$ cat src/design/gpa_pkg.sv
// Shared constants and types of the gamepad press autorepeat unit.
`default_nettype none

package gpa_pkg;

	localparam int NUM_BUTTONS = 32;
	localparam int HOLD_WIDTH  = 16;

	localparam int PAD_W     = 32;
	localparam int IDX_W     = 6;
	localparam int HOLD_IN_W = 17;
	localparam int MASK_W    = 32;

	// Magnitude bits of a non-negative hold or period.
	localparam int PER_W  = HOLD_IN_W - 1;
	localparam int BTN_AW = (NUM_BUTTONS > 1) ? $clog2(NUM_BUTTONS) : 1;
	localparam int SWP_W  = $clog2(NUM_BUTTONS + 1);
	localparam int CMP_W  = (HOLD_WIDTH > PER_W) ? HOLD_WIDTH : PER_W;
	localparam int STEP_W = $clog2(HOLD_WIDTH + 1);

	localparam logic [HOLD_WIDTH-1:0] CNT_MAX = {HOLD_WIDTH{1'b1}};

	typedef struct packed {
		logic done;
		logic rem_zero;
	} gpa_mod_rsp_t;

endpackage

`default_nettype wire

$ cat src/design/gpa_cmd_if.sv
// Input channel: frame updates and press queries.
`default_nettype none

interface gpa_cmd_if import gpa_pkg::*; ();
	logic                        valid;
	logic                        ready;
	logic                        operation;
	logic [PAD_W-1:0]            pad_word;
	logic signed [IDX_W-1:0]     button_index;
	logic signed [HOLD_IN_W-1:0] hold_frames;
	logic signed [HOLD_IN_W-1:0] repeat_period;

	modport source (
		output valid, operation, pad_word, button_index, hold_frames, repeat_period,
		input  ready
	);
	modport sink (
		input  valid, operation, pad_word, button_index, hold_frames, repeat_period,
		output ready
	);
endinterface

`default_nettype wire

$ cat src/design/gpa_res_if.sv
// Result channel: one pressed mask per query.
`default_nettype none

interface gpa_res_if import gpa_pkg::*; ();
	logic              valid;
	logic              ready;
	logic [MASK_W-1:0] pressed_mask;

	modport source (output valid, pressed_mask, input ready);
	modport sink   (input valid, pressed_mask, output ready);
endinterface

`default_nettype wire

$ cat src/design/gpa_mod_unit.sv
// Bit-serial remainder unit: hold count modulo repeat period.
`default_nettype none

module gpa_mod_unit import gpa_pkg::*; (
	input  logic                  clk,
	input  logic                  arst_n,
	input  logic                  start,
	input  logic [HOLD_WIDTH-1:0] dividend,
	input  logic [PER_W-1:0]      divisor,
	output gpa_mod_rsp_t          rsp
);

	logic                  busy_q;
	logic                  done_q;
	logic [STEP_W-1:0]     step_q;
	logic [PER_W-1:0]      rem_q;
	logic [HOLD_WIDTH-1:0] dvd_q;
	logic [PER_W-1:0]      dvs_q;

	logic [PER_W:0] trial;
	logic [PER_W:0] diff;
	logic           ge;

	// One dividend bit enters the partial remainder per cycle.
	assign trial = {rem_q, dvd_q[HOLD_WIDTH-1]};
	assign diff  = trial - {1'b0, dvs_q};
	assign ge    = trial >= {1'b0, dvs_q};

	always_ff @(posedge clk or negedge arst_n) begin
		if (!arst_n) begin
			busy_q <= 1'b0;
			done_q <= 1'b0;
			step_q <= '0;
		end else begin
			done_q <= 1'b0;
			if (start) begin
				busy_q <= 1'b1;
				step_q <= '0;
			end else if (busy_q) begin
				step_q <= step_q + STEP_W'(1);
				if (step_q == STEP_W'(HOLD_WIDTH - 1)) begin
					busy_q <= 1'b0;
					done_q <= 1'b1;
				end
			end
		end
	end

	always_ff @(posedge clk) begin
		if (start) begin
			rem_q <= '0;
			dvd_q <= dividend;
			dvs_q <= divisor;
		end else if (busy_q) begin
			rem_q <= ge ? diff[PER_W-1:0] : trial[PER_W-1:0];
			dvd_q <= dvd_q << 1;
		end
	end

	assign rsp.done     = done_q;
	assign rsp.rem_zero = (rem_q == '0);

	a_rem_below_divisor: assert property (@(posedge clk) disable iff (!arst_n)
		busy_q && !start |-> rem_q < dvs_q)
		else $error("partial remainder reached the divisor");

endmodule

`default_nettype wire

$ cat src/design/gamepad_press_autorepeat_unit.sv
// Top level: gamepad press detector with hold-to-repeat reporting.
//
//   port  | dir  | word carries
//   ------+------+-------------------------------------------------------------
//   cmd   | sink | operation, pad_word, button_index, hold_frames, repeat_period
//   res   | src  | pressed_mask (one word per query, none per frame update)
//
// A frame update sweeps the 32-entry hold counter memory, one read and one write
// per cycle on its two ports. Queries that need no counter go straight to the
// result stage; a repeat query reads the counter and, once the hold is reached
// and the period is nonzero, runs the bit-serial remainder unit. Reset clears
// both button words and the counter valid bits at once, so no clearing pass is
// needed. A stalled result sits in the output register while frame updates go
// on; a later query waits for it to drain.
`default_nettype none

module gamepad_press_autorepeat_unit import gpa_pkg::*; (
	input  logic      clk,
	input  logic      arst_n,
	gpa_cmd_if.sink   cmd,
	gpa_res_if.source res
);

	localparam logic [2:0] ST_IDLE  = 3'd0;
	localparam logic [2:0] ST_SWEEP = 3'd1;
	localparam logic [2:0] ST_QRD   = 3'd2;
	localparam logic [2:0] ST_QMOD  = 3'd3;
	localparam logic [2:0] ST_QFIN  = 3'd4;

	logic [2:0]             state_q;
	logic [NUM_BUTTONS-1:0] cur_q;
	logic [NUM_BUTTONS-1:0] prev_q;
	logic [NUM_BUTTONS-1:0] vld_q;
	logic [SWP_W-1:0]       sw_q;
	logic                   res_valid_q;

	logic [NUM_BUTTONS-1:0] new_q;
	logic [BTN_AW-1:0]      idx_q;
	logic [PER_W-1:0]       hold_q;
	logic [PER_W-1:0]       per_q;
	logic [NUM_BUTTONS-1:0] mask_q;
	logic [MASK_W-1:0]      res_mask_q;

	logic [HOLD_WIDTH-1:0] mem [NUM_BUTTONS];
	logic [HOLD_WIDTH-1:0] mem_rdata_q;
	logic                  mem_re;
	logic                  mem_we;
	logic [BTN_AW-1:0]     mem_raddr;
	logic [BTN_AW-1:0]     mem_waddr;
	logic [HOLD_WIDTH-1:0] mem_wdata;

	logic                   accept;
	logic                   is_frame;
	logic                   idx_neg;
	logic                   idx_big;
	logic                   rpt_off;
	logic [NUM_BUTTONS-1:0] fresh;
	logic [NUM_BUTTONS-1:0] cmd_bit;
	logic [NUM_BUTTONS-1:0] sel_bit;
	logic [SWP_W-1:0]       sw_prev;
	logic [BTN_AW-1:0]      rd_idx;
	logic [HOLD_WIDTH-1:0]  cnt_rd;
	logic                   both;
	logic                   reached;
	logic                   sweep_more;
	logic                   res_free;
	logic                   mod_start;
	gpa_mod_rsp_t           mod_rsp;

	assign cmd.ready = (state_q == ST_IDLE);
	assign accept    = cmd.valid && cmd.ready;
	assign is_frame  = !cmd.operation;
	assign idx_neg   = cmd.button_index[IDX_W-1];
	assign idx_big   = !idx_neg && ($unsigned(cmd.button_index) >= IDX_W'(NUM_BUTTONS));
	assign rpt_off   = cmd.hold_frames[HOLD_IN_W-1] || cmd.repeat_period[HOLD_IN_W-1];

	assign fresh   = ~prev_q & cur_q;
	assign cmd_bit = NUM_BUTTONS'(1) << cmd.button_index[BTN_AW-1:0];
	assign sel_bit = NUM_BUTTONS'(1) << idx_q;

	// The sweep writes entry k-1 while it reads entry k.
	assign sw_prev    = sw_q - SWP_W'(1);
	assign sweep_more = (sw_q < SWP_W'(NUM_BUTTONS));
	assign mem_re     = accept || (state_q == ST_SWEEP && sweep_more);
	assign mem_raddr  = (state_q == ST_SWEEP) ? sw_q[BTN_AW-1:0] :
		(is_frame ? '0 : cmd.button_index[BTN_AW-1:0]);
	assign mem_we     = (state_q == ST_SWEEP);
	assign mem_waddr  = sw_prev[BTN_AW-1:0];

	assign rd_idx = (state_q == ST_SWEEP) ? mem_waddr : idx_q;
	assign cnt_rd = vld_q[rd_idx] ? mem_rdata_q : '0;
	assign both   = prev_q[mem_waddr] & cur_q[mem_waddr];
	assign mem_wdata = !both ? '0 :
		((cnt_rd == CNT_MAX) ? cnt_rd : cnt_rd + HOLD_WIDTH'(1));

	assign reached   = CMP_W'(cnt_rd) >= CMP_W'(hold_q);
	assign mod_start = (state_q == ST_QRD) && reached && (per_q != '0);
	assign res_free  = !res_valid_q || res.ready;

	always_ff @(posedge clk) begin
		if (mem_we) begin
			mem[mem_waddr] <= mem_wdata;
		end
		if (mem_re) begin
			mem_rdata_q <= mem[mem_raddr];
		end
	end

	gpa_mod_unit u_mod (
		.clk      (clk),
		.arst_n   (arst_n),
		.start    (mod_start),
		.dividend (cnt_rd),
		.divisor  (per_q),
		.rsp      (mod_rsp)
	);

	always_ff @(posedge clk or negedge arst_n) begin
		if (!arst_n) begin
			state_q     <= ST_IDLE;
			cur_q       <= '0;
			prev_q      <= '0;
			vld_q       <= '0;
			sw_q        <= '0;
		end else begin
			case (state_q)
				ST_IDLE: begin
					if (accept) begin
						if (is_frame) begin
							sw_q    <= SWP_W'(1);
							state_q <= ST_SWEEP;
						end else if (idx_neg || idx_big || rpt_off) begin
							state_q <= ST_QFIN;
						end else begin
							state_q <= ST_QRD;
						end
					end
				end
				ST_SWEEP: begin
					vld_q[mem_waddr] <= 1'b1;
					sw_q <= sw_q + SWP_W'(1);
					if (!sweep_more) begin
						prev_q  <= cur_q;
						cur_q   <= new_q;
						state_q <= ST_IDLE;
					end
				end
				ST_QRD: begin
					state_q <= mod_start ? ST_QMOD : ST_QFIN;
				end
				ST_QMOD: begin
					if (mod_rsp.done) begin
						state_q <= ST_QFIN;
					end
				end
				ST_QFIN: begin
					if (res_free) begin
						state_q <= ST_IDLE;
					end
				end
				default: begin
					state_q <= ST_IDLE;
				end
			endcase
		end
	end

	// A new result word may load in the same cycle the parked one drains.
	always_ff @(posedge clk or negedge arst_n) begin
		if (!arst_n) begin
			res_valid_q <= 1'b0;
		end else if (state_q == ST_QFIN && res_free) begin
			res_valid_q <= 1'b1;
		end else if (res.ready) begin
			res_valid_q <= 1'b0;
		end
	end

	always_ff @(posedge clk) begin
		if (accept) begin
			new_q  <= cmd.pad_word[NUM_BUTTONS-1:0];
			idx_q  <= cmd.button_index[BTN_AW-1:0];
			hold_q <= cmd.hold_frames[PER_W-1:0];
			per_q  <= cmd.repeat_period[PER_W-1:0];
			if (idx_neg) begin
				mask_q <= fresh;
			end else if (idx_big) begin
				mask_q <= '0;
			end else begin
				mask_q <= fresh & cmd_bit;
			end
		end
		// Past the hold, a zero period or a period boundary treats the
		// button as released in the previous frame.
		if (state_q == ST_QRD && !mod_start) begin
			mask_q <= reached ? (cur_q & sel_bit) : (fresh & sel_bit);
		end
		if (state_q == ST_QMOD && mod_rsp.done) begin
			mask_q <= mod_rsp.rem_zero ? (cur_q & sel_bit) : (fresh & sel_bit);
		end
		if (state_q == ST_QFIN && res_free) begin
			res_mask_q <= MASK_W'(mask_q);
		end
	end

	assign res.valid        = res_valid_q;
	assign res.pressed_mask = res_mask_q;

	a_port_clash: assert property (@(posedge clk) disable iff (!arst_n)
		mem_we && mem_re |-> mem_waddr != mem_raddr)
		else $error("sweep read and write hit the same counter");

	a_mod_done_state: assert property (@(posedge clk) disable iff (!arst_n)
		mod_rsp.done |-> state_q == ST_QMOD)
		else $error("remainder finished outside a repeat query");

	a_words_hold: assert property (@(posedge clk) disable iff (!arst_n)
		state_q == ST_SWEEP && sweep_more |=> $stable(cur_q) && $stable(prev_q))
		else $error("button words changed during the counter sweep");

	a_accept_busy: assert property (@(posedge clk) disable iff (!arst_n)
		accept |=> state_q != ST_IDLE)
		else $error("accepted word did not start any work");

endmodule

`default_nettype wire
$ cat src/flat_wrapper.sv
// flat-port wrapper written by rule: the top's interface ports become plain ports
module gamepad_press_autorepeat_unit_flat import gpa_pkg::*;
  (clk, arst_n, cmd_valid, cmd_operation, cmd_pad_word, cmd_button_index, cmd_hold_frames, cmd_repeat_period, cmd_ready, res_valid, res_pressed_mask, res_ready);
  gpa_cmd_if cmd_i ();
  gpa_res_if res_i ();
  input  logic clk;
  input  logic arst_n;
  input wire logic [$bits(cmd_i.valid)-1:0] cmd_valid;
  input wire logic [$bits(cmd_i.operation)-1:0] cmd_operation;
  input wire logic [$bits(cmd_i.pad_word)-1:0] cmd_pad_word;
  input wire logic [$bits(cmd_i.button_index)-1:0] cmd_button_index;
  input wire logic [$bits(cmd_i.hold_frames)-1:0] cmd_hold_frames;
  input wire logic [$bits(cmd_i.repeat_period)-1:0] cmd_repeat_period;
  output wire logic [$bits(cmd_i.ready)-1:0] cmd_ready;
  output wire logic [$bits(res_i.valid)-1:0] res_valid;
  output wire logic [$bits(res_i.pressed_mask)-1:0] res_pressed_mask;
  input wire logic [$bits(res_i.ready)-1:0] res_ready;
  assign cmd_i.valid = cmd_valid;
  assign cmd_i.operation = cmd_operation;
  assign cmd_i.pad_word = cmd_pad_word;
  assign cmd_i.button_index = cmd_button_index;
  assign cmd_i.hold_frames = cmd_hold_frames;
  assign cmd_i.repeat_period = cmd_repeat_period;
  assign cmd_ready = cmd_i.ready;
  assign res_valid = res_i.valid;
  assign res_pressed_mask = res_i.pressed_mask;
  assign res_i.ready = res_ready;
  gamepad_press_autorepeat_unit u_core (.clk(clk), .arst_n(arst_n), .cmd(cmd_i), .res(res_i));
endmodule
$ cat config.mk
export PLATFORM = sky130hd
export DESIGN_NAME = gamepad_press_autorepeat_unit_flat
export DESIGN_NICKNAME = d
export VERILOG_FILES = /design/src/design/gpa_pkg.sv /design/src/design/gpa_cmd_if.sv /design/src/design/gpa_res_if.sv /design/src/design/gpa_mod_unit.sv /design/src/design/gamepad_press_autorepeat_unit.sv /design/src/flat_wrapper.sv
export SDC_FILE = /design/constraint.sdc
export NUM_CORES = 1
export LEC_CHECK = 0
export ABC_AREA = 1
export BUFFER_PORTS_ARGS = -buffer_cell sky130_fd_sc_hd__buf_2
export CAP_MARGIN = 20
export CELL_PAD_IN_SITES_DETAIL_PLACEMENT = 2
export CELL_PAD_IN_SITES_GLOBAL_PLACEMENT = 2
export CORE_ASPECT_RATIO = 0.9
export CORE_MARGIN = 2
export CORE_UTILIZATION = 35
export DETAILED_ROUTE_END_ITERATION = 6
export PLACE_DENSITY = 0.72
export SKIP_CTS_REPAIR_TIMING = 1
export SLEW_MARGIN = 20
export SYNTH_ARGS = -nofsm -noshare
export SYNTH_HDL_FRONTEND = slang
export SYNTH_SLANG_ARGS = --single-unit
$ cat constraint.sdc
create_clock -name clk -period 8.1 [get_ports clk]
set_input_delay 0 -clock clk [delete_from_list [all_inputs] [get_ports clk]]
set_output_delay 0 -clock clk [all_outputs]
set_load 0.005 [all_outputs]
==> results of run 1 <==
-- power groups by stage --
stage / Clock [mW] / Combinational, mW / Sequential, mW
after floorplan: 0 / 3.29 / 6.06
after global placement: 0 / 5.30 / 6.15
after detailed placement: 0 / 5.71 / 6.18
after CTS: 4.25 / 5.80 / 6.11
after global routing: 4.41 / 6.36 / 6.15
final: 4.19 / 5.88 / 6.11
-- synthesized netlist by cell type, types with 3 or more instances --
master    count  area share (%)
o311ai_0     13            0.32
a21oi_2       7            0.17
o21ai_1      33            0.47
o211ai_1     60             1.3
nand3_2       4            0.11
xor2_1       16            0.40
buf_1         4           0.043
or2_2        31            0.55
buf_6         4            0.13
buf_2        12            0.17
o221ai_1     93             2.3
nand2_1     213             2.3
nor2_4        3           0.096
nor2_2        3           0.054
inv_2        10            0.11
a41oi_1      29            0.72
nor4_1        6            0.11
ha_1         40             1.4
a31oi_1      27            0.48
edfxtp_1    693              59
nor3_1       54            0.77
clkbuf_1    148             1.6
nand3_1     138             2.0
dfxtp_1      16            0.91
xnor2_1       7            0.17
inv_1       191             2.0
o22ai_1      47            0.84
dfrtp_1     113             8.1
nand2_2       3           0.054
and3_1        3           0.054
o21ai_0     418             6.0
a21oi_1      81             1.2
nor2_1      421             4.5
nand2_4       6            0.19
nand4_1      14            0.25
-- sequential cells by signal (all words and copies together), names as in the netlist, 6 cells and up --
name / count
u_core.res.pressed_mask: 32
u_core.mask_q: 32
u_core.per_q: 16
u_core.u_mod.dvd_q: 16
u_core.prev_q: 32
u_core.vld_q: 32
u_core.u_mod.rem_q: 16
u_core.u_mod.dvs_q: 16
u_core.hold_q: 16
u_core.mem: 512
u_core.mem_rdata_q: 16
u_core.sw_q: 6
u_core.cur_q: 32
u_core.new_q: 32
-- cells by family (layout without fill, tap and decap cells) --
| logic type | Yosys count | after routing | synth area share (%) |
|---|---|---|---|
| xor+xnor | 25 | 25 | 0.6677 |
| other cells | 0 | 3 | 0 |
| simple gates | 906 | 906 | 11.28 |
| fa+ha+maj | 41 | 41 | 1.485 |
| compound gates | 819 | 819 | 14.01 |
| buf+inv | 374 | 625 | 4.188 |
| flops | 822 | 822 | 68.37 |
-- per-layer routing --
metal	wire length (µm)	global-route usage [%]	vias to the layer above
li1	-	-	11300
met1	53910	31.46	13580
met2	61770	40.03	650
met3	5385	3.288	186
met4	3266	6.956	2
met5	11	0	-
-- cell usage in the layout, fill, tap and decap left out, types with 17 or more instances in the layout --
cell type	instances
clkinv_2	17
buf_4	61
buf_2	109
nand2_1	211
inv_1	186
o21ai_0	416
clkinv_1	22
or2_2	31
a31oi_1	26
nand3_1	138
o22ai_1	47
o221ai_1	93
edfxtp_1	693
a41oi_1	29
dlygate4sd3_1	77
a21oi_1	77
dfrtp_1	113
o211ai_1	60
nor2_1	400
o21ai_1	31
clkbuf_16	91
nor2_2	20
ha_1	40
nor3_1	54
-- worst register-to-register path: stages, from the launching register on --
cell     delay, ps
dfrtp_1        460
inv_1          140
ha_1           680
nand2_4        120
nand2_4        170
inv_4           80
nand3_1        100
nand3_1         70
nand3_1         80
nand3_1        120
nand2_4        300
inv_2          150
nor2_1         250
ha_1           190
nand2_1         70
inv_1           50
nand3_1         90
nor3_1         280
nand3_1        130
nand3_1        110
buf_4          370
nand2_1        110
buf_4          230
inv_2          630
nor2_1         410
inv_4          600
nand3_1        370
buf_4          380
-- worst min-delay path by stage --
stage	start	endpoint	cells after the start
3_5_place_dp	arst_n	u_core.cur_q[19]	1
5_1_grt	cmd_repeat_period[16]	u_core.state_q[2]	5
6_report	cmd_repeat_period[16]	u_core.state_q[2]	5
4_1_cts	arst_n	u_core.cur_q[29]	1
3_3_place_gp	arst_n	u_core.cur_q[14]	1
2_1_floorplan	arst_n	u_core.cur_q[0]	0
-- area by class of cell --
| type | count | area, µm² | share of cell area [%] |
|---|---|---|---|
| Antenna cell | 3 | 7.507 | 0.01824 |
| Clock buffer | 110 | 2379 | 5.780 |
| Clock inverter | 54 | 575.6 | 1.399 |
| Inverter | 204 | 777.0 | 1.888 |
| Multi-Input combinational cell | 1791 | 9798 | 23.81 |
| Sequential cell | 822 | 23960 | 58.21 |
| Tap cell | 1344 | 1682 | 4.086 |
| Timing Repair Buffer | 257 | 1978 | 4.807 |
==> impl_summary.txt, run 1 <==
----------------------------------------------------
[Critical path]
  Crit path from ... u_core.sw_q[1]
  Worst path depth ... 27
  Last element of the critical path ... u_core.mask_q[23]
  Slowest CP cell ... ha_1
  Slowest cell delay on critical path ... about 680 ps
  Critical path launch point type ... flip-flop
  Crit path top cell by count ... nand3_1
  End of the worst register-to-register path ... u_core.mask_q[23]
  Critical setup path kind ... reg -> reg
  Flop2flop setup slack ... 1050 ps
  Data required, critical path ... roughly 8500 ps
  Worst setup EP type ... flip-flop
  Cell class contributing the biggest share of worst-path delay ... simple AND/OR/NAND/NOR gates
  CP Data Arrival Time ... ~7400 ps
  Cells on worst reg2reg path ... 27
  Launch instance of the worst register-to-register path ... u_core.sw_q[1]
  Buffer and inverter count on the worst path ... 9
  Maximum fanout encountered on the critical timing path ... 61

[STA]
  Tightest hold margin ... -92.78 ps
  RSZ-0062 raised after global routing ... no
  Final hold viol count ... 1
  Final setup violation count ... 0
  Fin. max-slew vios ... 0
  Max-slew headroom ... ~22%
  Setup total negative slack ... 0 ps
  Period Utilization, post-route ... between 80% and 90%
  Slack of the critical path ... approximately 1000 ps
  Worst clock skew ... approximately 40 ps
  Final Critical Period ... approximately 7100 ps
  Slew of the pin with the lowest slew margin ... between 1000 and 1500 ps
  Maximum operating frequency ... around 140 MHz

[Die]
  Starting utilization of the core area ... between 30% and 40%
  Number of standard-cell rows in the floorplan ... between 100 and 150
  Width of the die ... around 340 µm
  I/O pin total ... between 100 and 150
  Core area ... between 0.09 and 0.1 mm²
  DIE HEIGHT ... 304.2 µm
  Die footprint ... 0.1027 mm²

[Yosys]
  Syn_area_per_cell ... approximately 12 µm²
  Net count after synthesis ... 3,105
  Share of synthesized registers carrying an async set or reset ... ~14%
  Number of distinct library cells after synthesis ... 56
  Prevailing post-synth register cell ... edfxtp_1
  Cell area after synthesis ... around 0.035 mm²
  YS warnings ... 0
  Count of flip-flops with a built-in enable after synthesis ... just under 700
  Post-Synthesis Cells ... 2,987
  Sequential-to-total area share from yosys stat ... between 60% and 70%
  Total of flip-flops plus latches after synthesis ... between 800 and 900

[Route]
  Number of design rule violations left after detail routing ... 0
  Number of violations reported at the end of detailed-routing iteration 0 ... 2,096
  Aggregate routed wire length ... between 100,000 and 150,000 µm
  Drt via density ... 5.609
  Vias post-DR ... about 26k
  Antenna violation net count after detailed routing ... 0
  Post-detailed-route wirelength per cell ... around 27 µm
  Iteration count of the initial detailed-routing pass ... 6

[Clock tree]
  CTS H-tree lvls ... 3
  Clock sink count ... between 800 and 900
  Clk pin slew, worst setup/hold paths ... approximately 60 ps
  Clock Latency Late Sink ... between 600 and 700 ps
  Maximum count of clock buffers along a single path ... 3
  TritonCTS clock tree ... built
  Clock buffer count from CTS ... 90
  Clock Tree Root ... clkbuf_16

[Power and ir drop]
  Proportion of power drawn by flip-flops and latches ... around 38%
  Pwr Density ... ~390 mW/mm²
  Fraction of power spent switching nets ... about two fifths
  Clock share of power ... approximately 26%
  Maximum ir drop on the vdd rail ... just under 200 µV
  Power dissipated by switching net loads ... about 6.6 mW
  Leakage power figure ... roughly 15 nW
  PnR Total Power ... roughly 16 mW
  Pint ... slightly below 10 mW
  Combinational power share ... around 36%

[Min path]
  Worst min-delay path class ... in -> reg

[Status]
  Failing checks ... hold timing
  Outcome ... finished, violations left

[Finish]
  Synth-to-layout area growth ... 17.45%
  Final net count ... roughly 3.3k
  Non-Filler Instances ... approximately 4.6k
  Final non-filler cell area ... around 0.04 mm²
  Fillers ... approximately 10k
  Fraction of layout cells with a size suffix above 1 ... approximately an eighth
  Final core area utilization ... 41.30%

[Place]
  Number of placed cells counting well taps ... around 4.3k
  Detailed-placement wirelength estimate ... roughly 76,000 µm
  Worst setup slack before clock tree synthesis ... approximately 690 ps
  Placer congestion estimate ... 0.8592
  Number of port buffers ... 110
  Area post-placement ... ~0.037 mm²

[Global route]
  Total global routing overflow ... 0
  Maximum number of pins on one net before global-route repair ... 130
  Number of antenna violations at the first check in global routing ... 2
  Wire length of the first global-routing pass ... between 150,000 and 200,000 µm
  Global-route usage over all layers ... 23.63%
  Number of global-route vias before repair ... around 28k

[Job]
  Maximum capacitance violations ... 0

----------------------------------------------------
Note: power is estimated with default switching activity, not from simulation.
==> run 2: changes to the inputs <==
--- a/config.mk
+++ b/config.mk
@@ -12,9 +12,9 @@
 export CELL_PAD_IN_SITES_GLOBAL_PLACEMENT = 2
 export CORE_ASPECT_RATIO = 0.9
 export CORE_MARGIN = 2
-export CORE_UTILIZATION = 35
+export CORE_UTILIZATION = 46
 export DETAILED_ROUTE_END_ITERATION = 6
-export PLACE_DENSITY = 0.72
+export PLACE_DENSITY = 0.89
 export SKIP_CTS_REPAIR_TIMING = 1
 export SLEW_MARGIN = 20
 export SYNTH_ARGS = -nofsm -noshare
==> impl_summary.txt, run 2 (same netlist as run 1, synthesis figures left out) <==
----------------------------------------------------
[Power and ir drop]
  PnR Total Power ... 17.25 mW (+6.6%)
  Maximum ir drop on the vdd rail ... 279.1 µV (+41%)
  Clock share of power ... 24.9% (-1.0 points)
  Fraction of power spent switching nets ... 44.59% (+4.0 points)
  Power dissipated by switching net loads ... 7.690 mW (+17%)
  Leakage power figure ... 14.41 nW (-0.63%)
  Combinational power share ... 38.9% (+2.5 points)
  Pwr Density ... 426.1 mW/mm² (+8.4%)
  Proportion of power drawn by flip-flops and latches ... 36.2% (-1.6 points)
  Pint ... 9.558 mW (-0.52%)

[Clock tree]
  Clock Latency Late Sink ... 700 ps (about the same)
  Clock Tree Root ... clkbuf_16
  Clock sink count ... 822 (unchanged)
  Clk pin slew, worst setup/hold paths ... 80 ps (+20 ps)
  Clock buffer count from CTS ... 86 (-4.4%)
  TritonCTS clock tree ... built
  CTS H-tree lvls ... 3 (unchanged)
  Maximum count of clock buffers along a single path ... 3 (unchanged)

[Die]
  Number of standard-cell rows in the floorplan ... 95 (-14%)
  Core area ... 0.07500 mm² (-25%)
  DIE HEIGHT ... 265.8 µm (-13%)
  Starting utilization of the core area ... 46.72% (+12 points)
  Width of the die ... 294.9 µm (-13%)
  I/O pin total ... 111 (unchanged)
  Die footprint ... 0.07840 mm² (-24%)

[STA]
  Maximum operating frequency ... 122.8 MHz (-13%)
  Fin. max-slew vios ... 0 (unchanged)
  Final Critical Period ... 8145 ps (+1093 ps)
  Final setup violation count ... 18 (+18)
  Slack of the critical path ... -44.95 ps (-1093 ps)
  Worst clock skew ... 40.93 ps (+0.7743 ps)
  Slew of the pin with the lowest slew margin ... 1144 ps (-20.02 ps)
  Period Utilization, post-route ... 100.6% (+13 points)
  Max-slew headroom ... 23.77% (+1.5 points)
  Final hold viol count ... 0 (-1)

[Place]
  Placer congestion estimate ... 0.9223 (+7.3%)
  Worst setup slack before clock tree synthesis ... 1094 ps (+401.9 ps)
  Detailed-placement wirelength estimate ... 93,070 µm (+23%)
  Number of port buffers ... 110 (unchanged)

[Global route]
  Global-route usage over all layers ... 40.25% (+17 points)
  Wire length of the first global-routing pass ... 225,200 µm (+24%)
  Total global routing overflow ... 0 (unchanged)
  Number of global-route vias before repair ... 30.54k (+9.9%)
  Number of antenna violations at the first check in global routing ... 10 (+8)
  Maximum number of pins on one net before global-route repair ... 171 (+32%)

[Route]
  Iteration count of the initial detailed-routing pass ... 6 (unchanged)
  Antenna violation net count after detailed routing ... 0 (unchanged)
  Drt via density ... 7.044 (+26%)
  Number of design rule violations left after detail routing ... 0 (unchanged)
  Post-detailed-route wirelength per cell ... 40.42 µm (+49%)
  Vias post-DR ... 29.96k (+16%)
  Number of violations reported at the end of detailed-routing iteration 0 ... 4,858 (+130%)
  Aggregate routed wire length ... 171,900 µm (+38%)

[Critical path]
  Worst setup EP type ... flip-flop
  Slowest cell delay on critical path ... 740 ps (+60 ps)
  CP Data Arrival Time ... 8480 ps (+1050 ps)
  Slowest CP cell ... nand3_1
  Data required, critical path ... 8440 ps (-40 ps)
  Cell class contributing the biggest share of worst-path delay ... simple AND/OR/NAND/NOR gates
  Buffer and inverter count on the worst path ... 10 (+1)
  Crit path top cell by count ... buf_4
  Critical setup path kind ... reg -> reg
  Maximum fanout encountered on the critical timing path ... 33 (-46%)
  Critical path launch point type ... flip-flop

[Finish]
  Commonest non-fill, non-tap cells in the layout ... edfxtp_1, o21ai_0, nor2_1, nand2_1, inv_1
  Fillers ... 7,016 (-31%)
  Fraction of layout cells with a size suffix above 1 ... 12.90% (-0.13 points)
  Final net count ... 3,280 (-0.12%)
  Most flops, register ... u_core.mem
  Most frequent standard cell in the layout excluding fill and tap cells ... edfxtp_1
  Final core area utilization ... 53.97% (+13 points)
  Max FFs per register ... 512 (unchanged)
  Synth-to-layout area growth ... 15.52%

[Min path]
  Worst min-delay path class ... in -> reg

[Status]
  Failing checks ... setup timing
  Outcome ... finished, violations left

[Job]
  Maximum capacitance violations ... 0 (unchanged)

----------------------------------------------------
[run 2: cell types whose count changed in the layout (fill, tap and decap cells not counted), sizes merged]
cell         before  now
clkinv           43   23
clkbuf          110  127
buf             180  183
clkinvlp          3    0
dlygate4sd3      77   74
diode             3    2
inv             203  204
[run 2: final cells by class]
class                   count  area [µm²]  area share [%]
well taps                1018        1274           3.147
multi-input cells        1791        9773           24.14
clock inverters            32       396.6          0.9798
repair buffers            257        1878           4.640
inverters                 204       775.7           1.916
flip-flops and latches    822       23960           59.19
diodes                      2       5.005         0.01236
clock buffers             127        2419           5.975
[run 2: worst min-delay path, delay by kind of cell]
kind / cells / cell delay [ps]
buffers and inverters: 1 / 200
and+or+nand+nor: 3 / 250
AOI/OAI and AO/OA: 1 / 130
[run 2: final timing paths]
path / from / end / slack [ps] / depth (start not counted)
max: u_core.sw_q[0] / u_core.mask_q[23] / -40 / 29
min: cmd_button_index[5] / u_core.mask_q[21] / 30 / 5
max reg2reg: u_core.sw_q[0] / u_core.mask_q[23] / -40 / 29
min reg2reg: u_core.mask_q[23] / u_core.res.pressed_mask[23] / 430 / 0
max in group asynchronous: arst_n / u_core.u_mod.step_q[2] / 6750 / 4
min in group asynchronous: arst_n / u_core.cur_q[16] / 450 / 4
[run 2: stage by stage]
| stage | instance area, µm² | hold slack [ps] | setup TNS (ps) | std cells |
|---|---|---|---|---|
| 2_1_floorplan | 35040 | -295.6 | 0 | 2987 |
| 3_3_place_gp | 36860 | -4.142 | 0 | 4017 |
| 3_5_place_dp | 36870 | 8.283 | 0 | 4017 |
| 4_1_cts | 39690 | -683.3 | 0 | 4176 |
| 5_1_grt | 40470 | 43.98 | -70.86 | 4251 |
| 6_report | 40480 | 28.13 | -554.5 | 4253 |
[run 2: power by group through the flow]
stage / logic (mW) / registers (mW) / clock network [mW]
final: 6.70 / 6.24 / 4.30
after global routing: 6.83 / 6.24 / 4.40
after CTS: 6.13 / 6.19 / 4.18
after detailed placement: 5.77 / 6.24 / 0
after global placement: 5.05 / 6.16 / 0
after floorplan: 3.29 / 6.06 / 0
[run 2: metal layers]
layer,global-route usage [%],vias up,share of wire [%]
li1,-,11280,-
met1,50.26,15160,35
met2,64.35,2629,46
met3,9.009,884,11
met4,24.03,14,8.3
met5,0,-,0.054
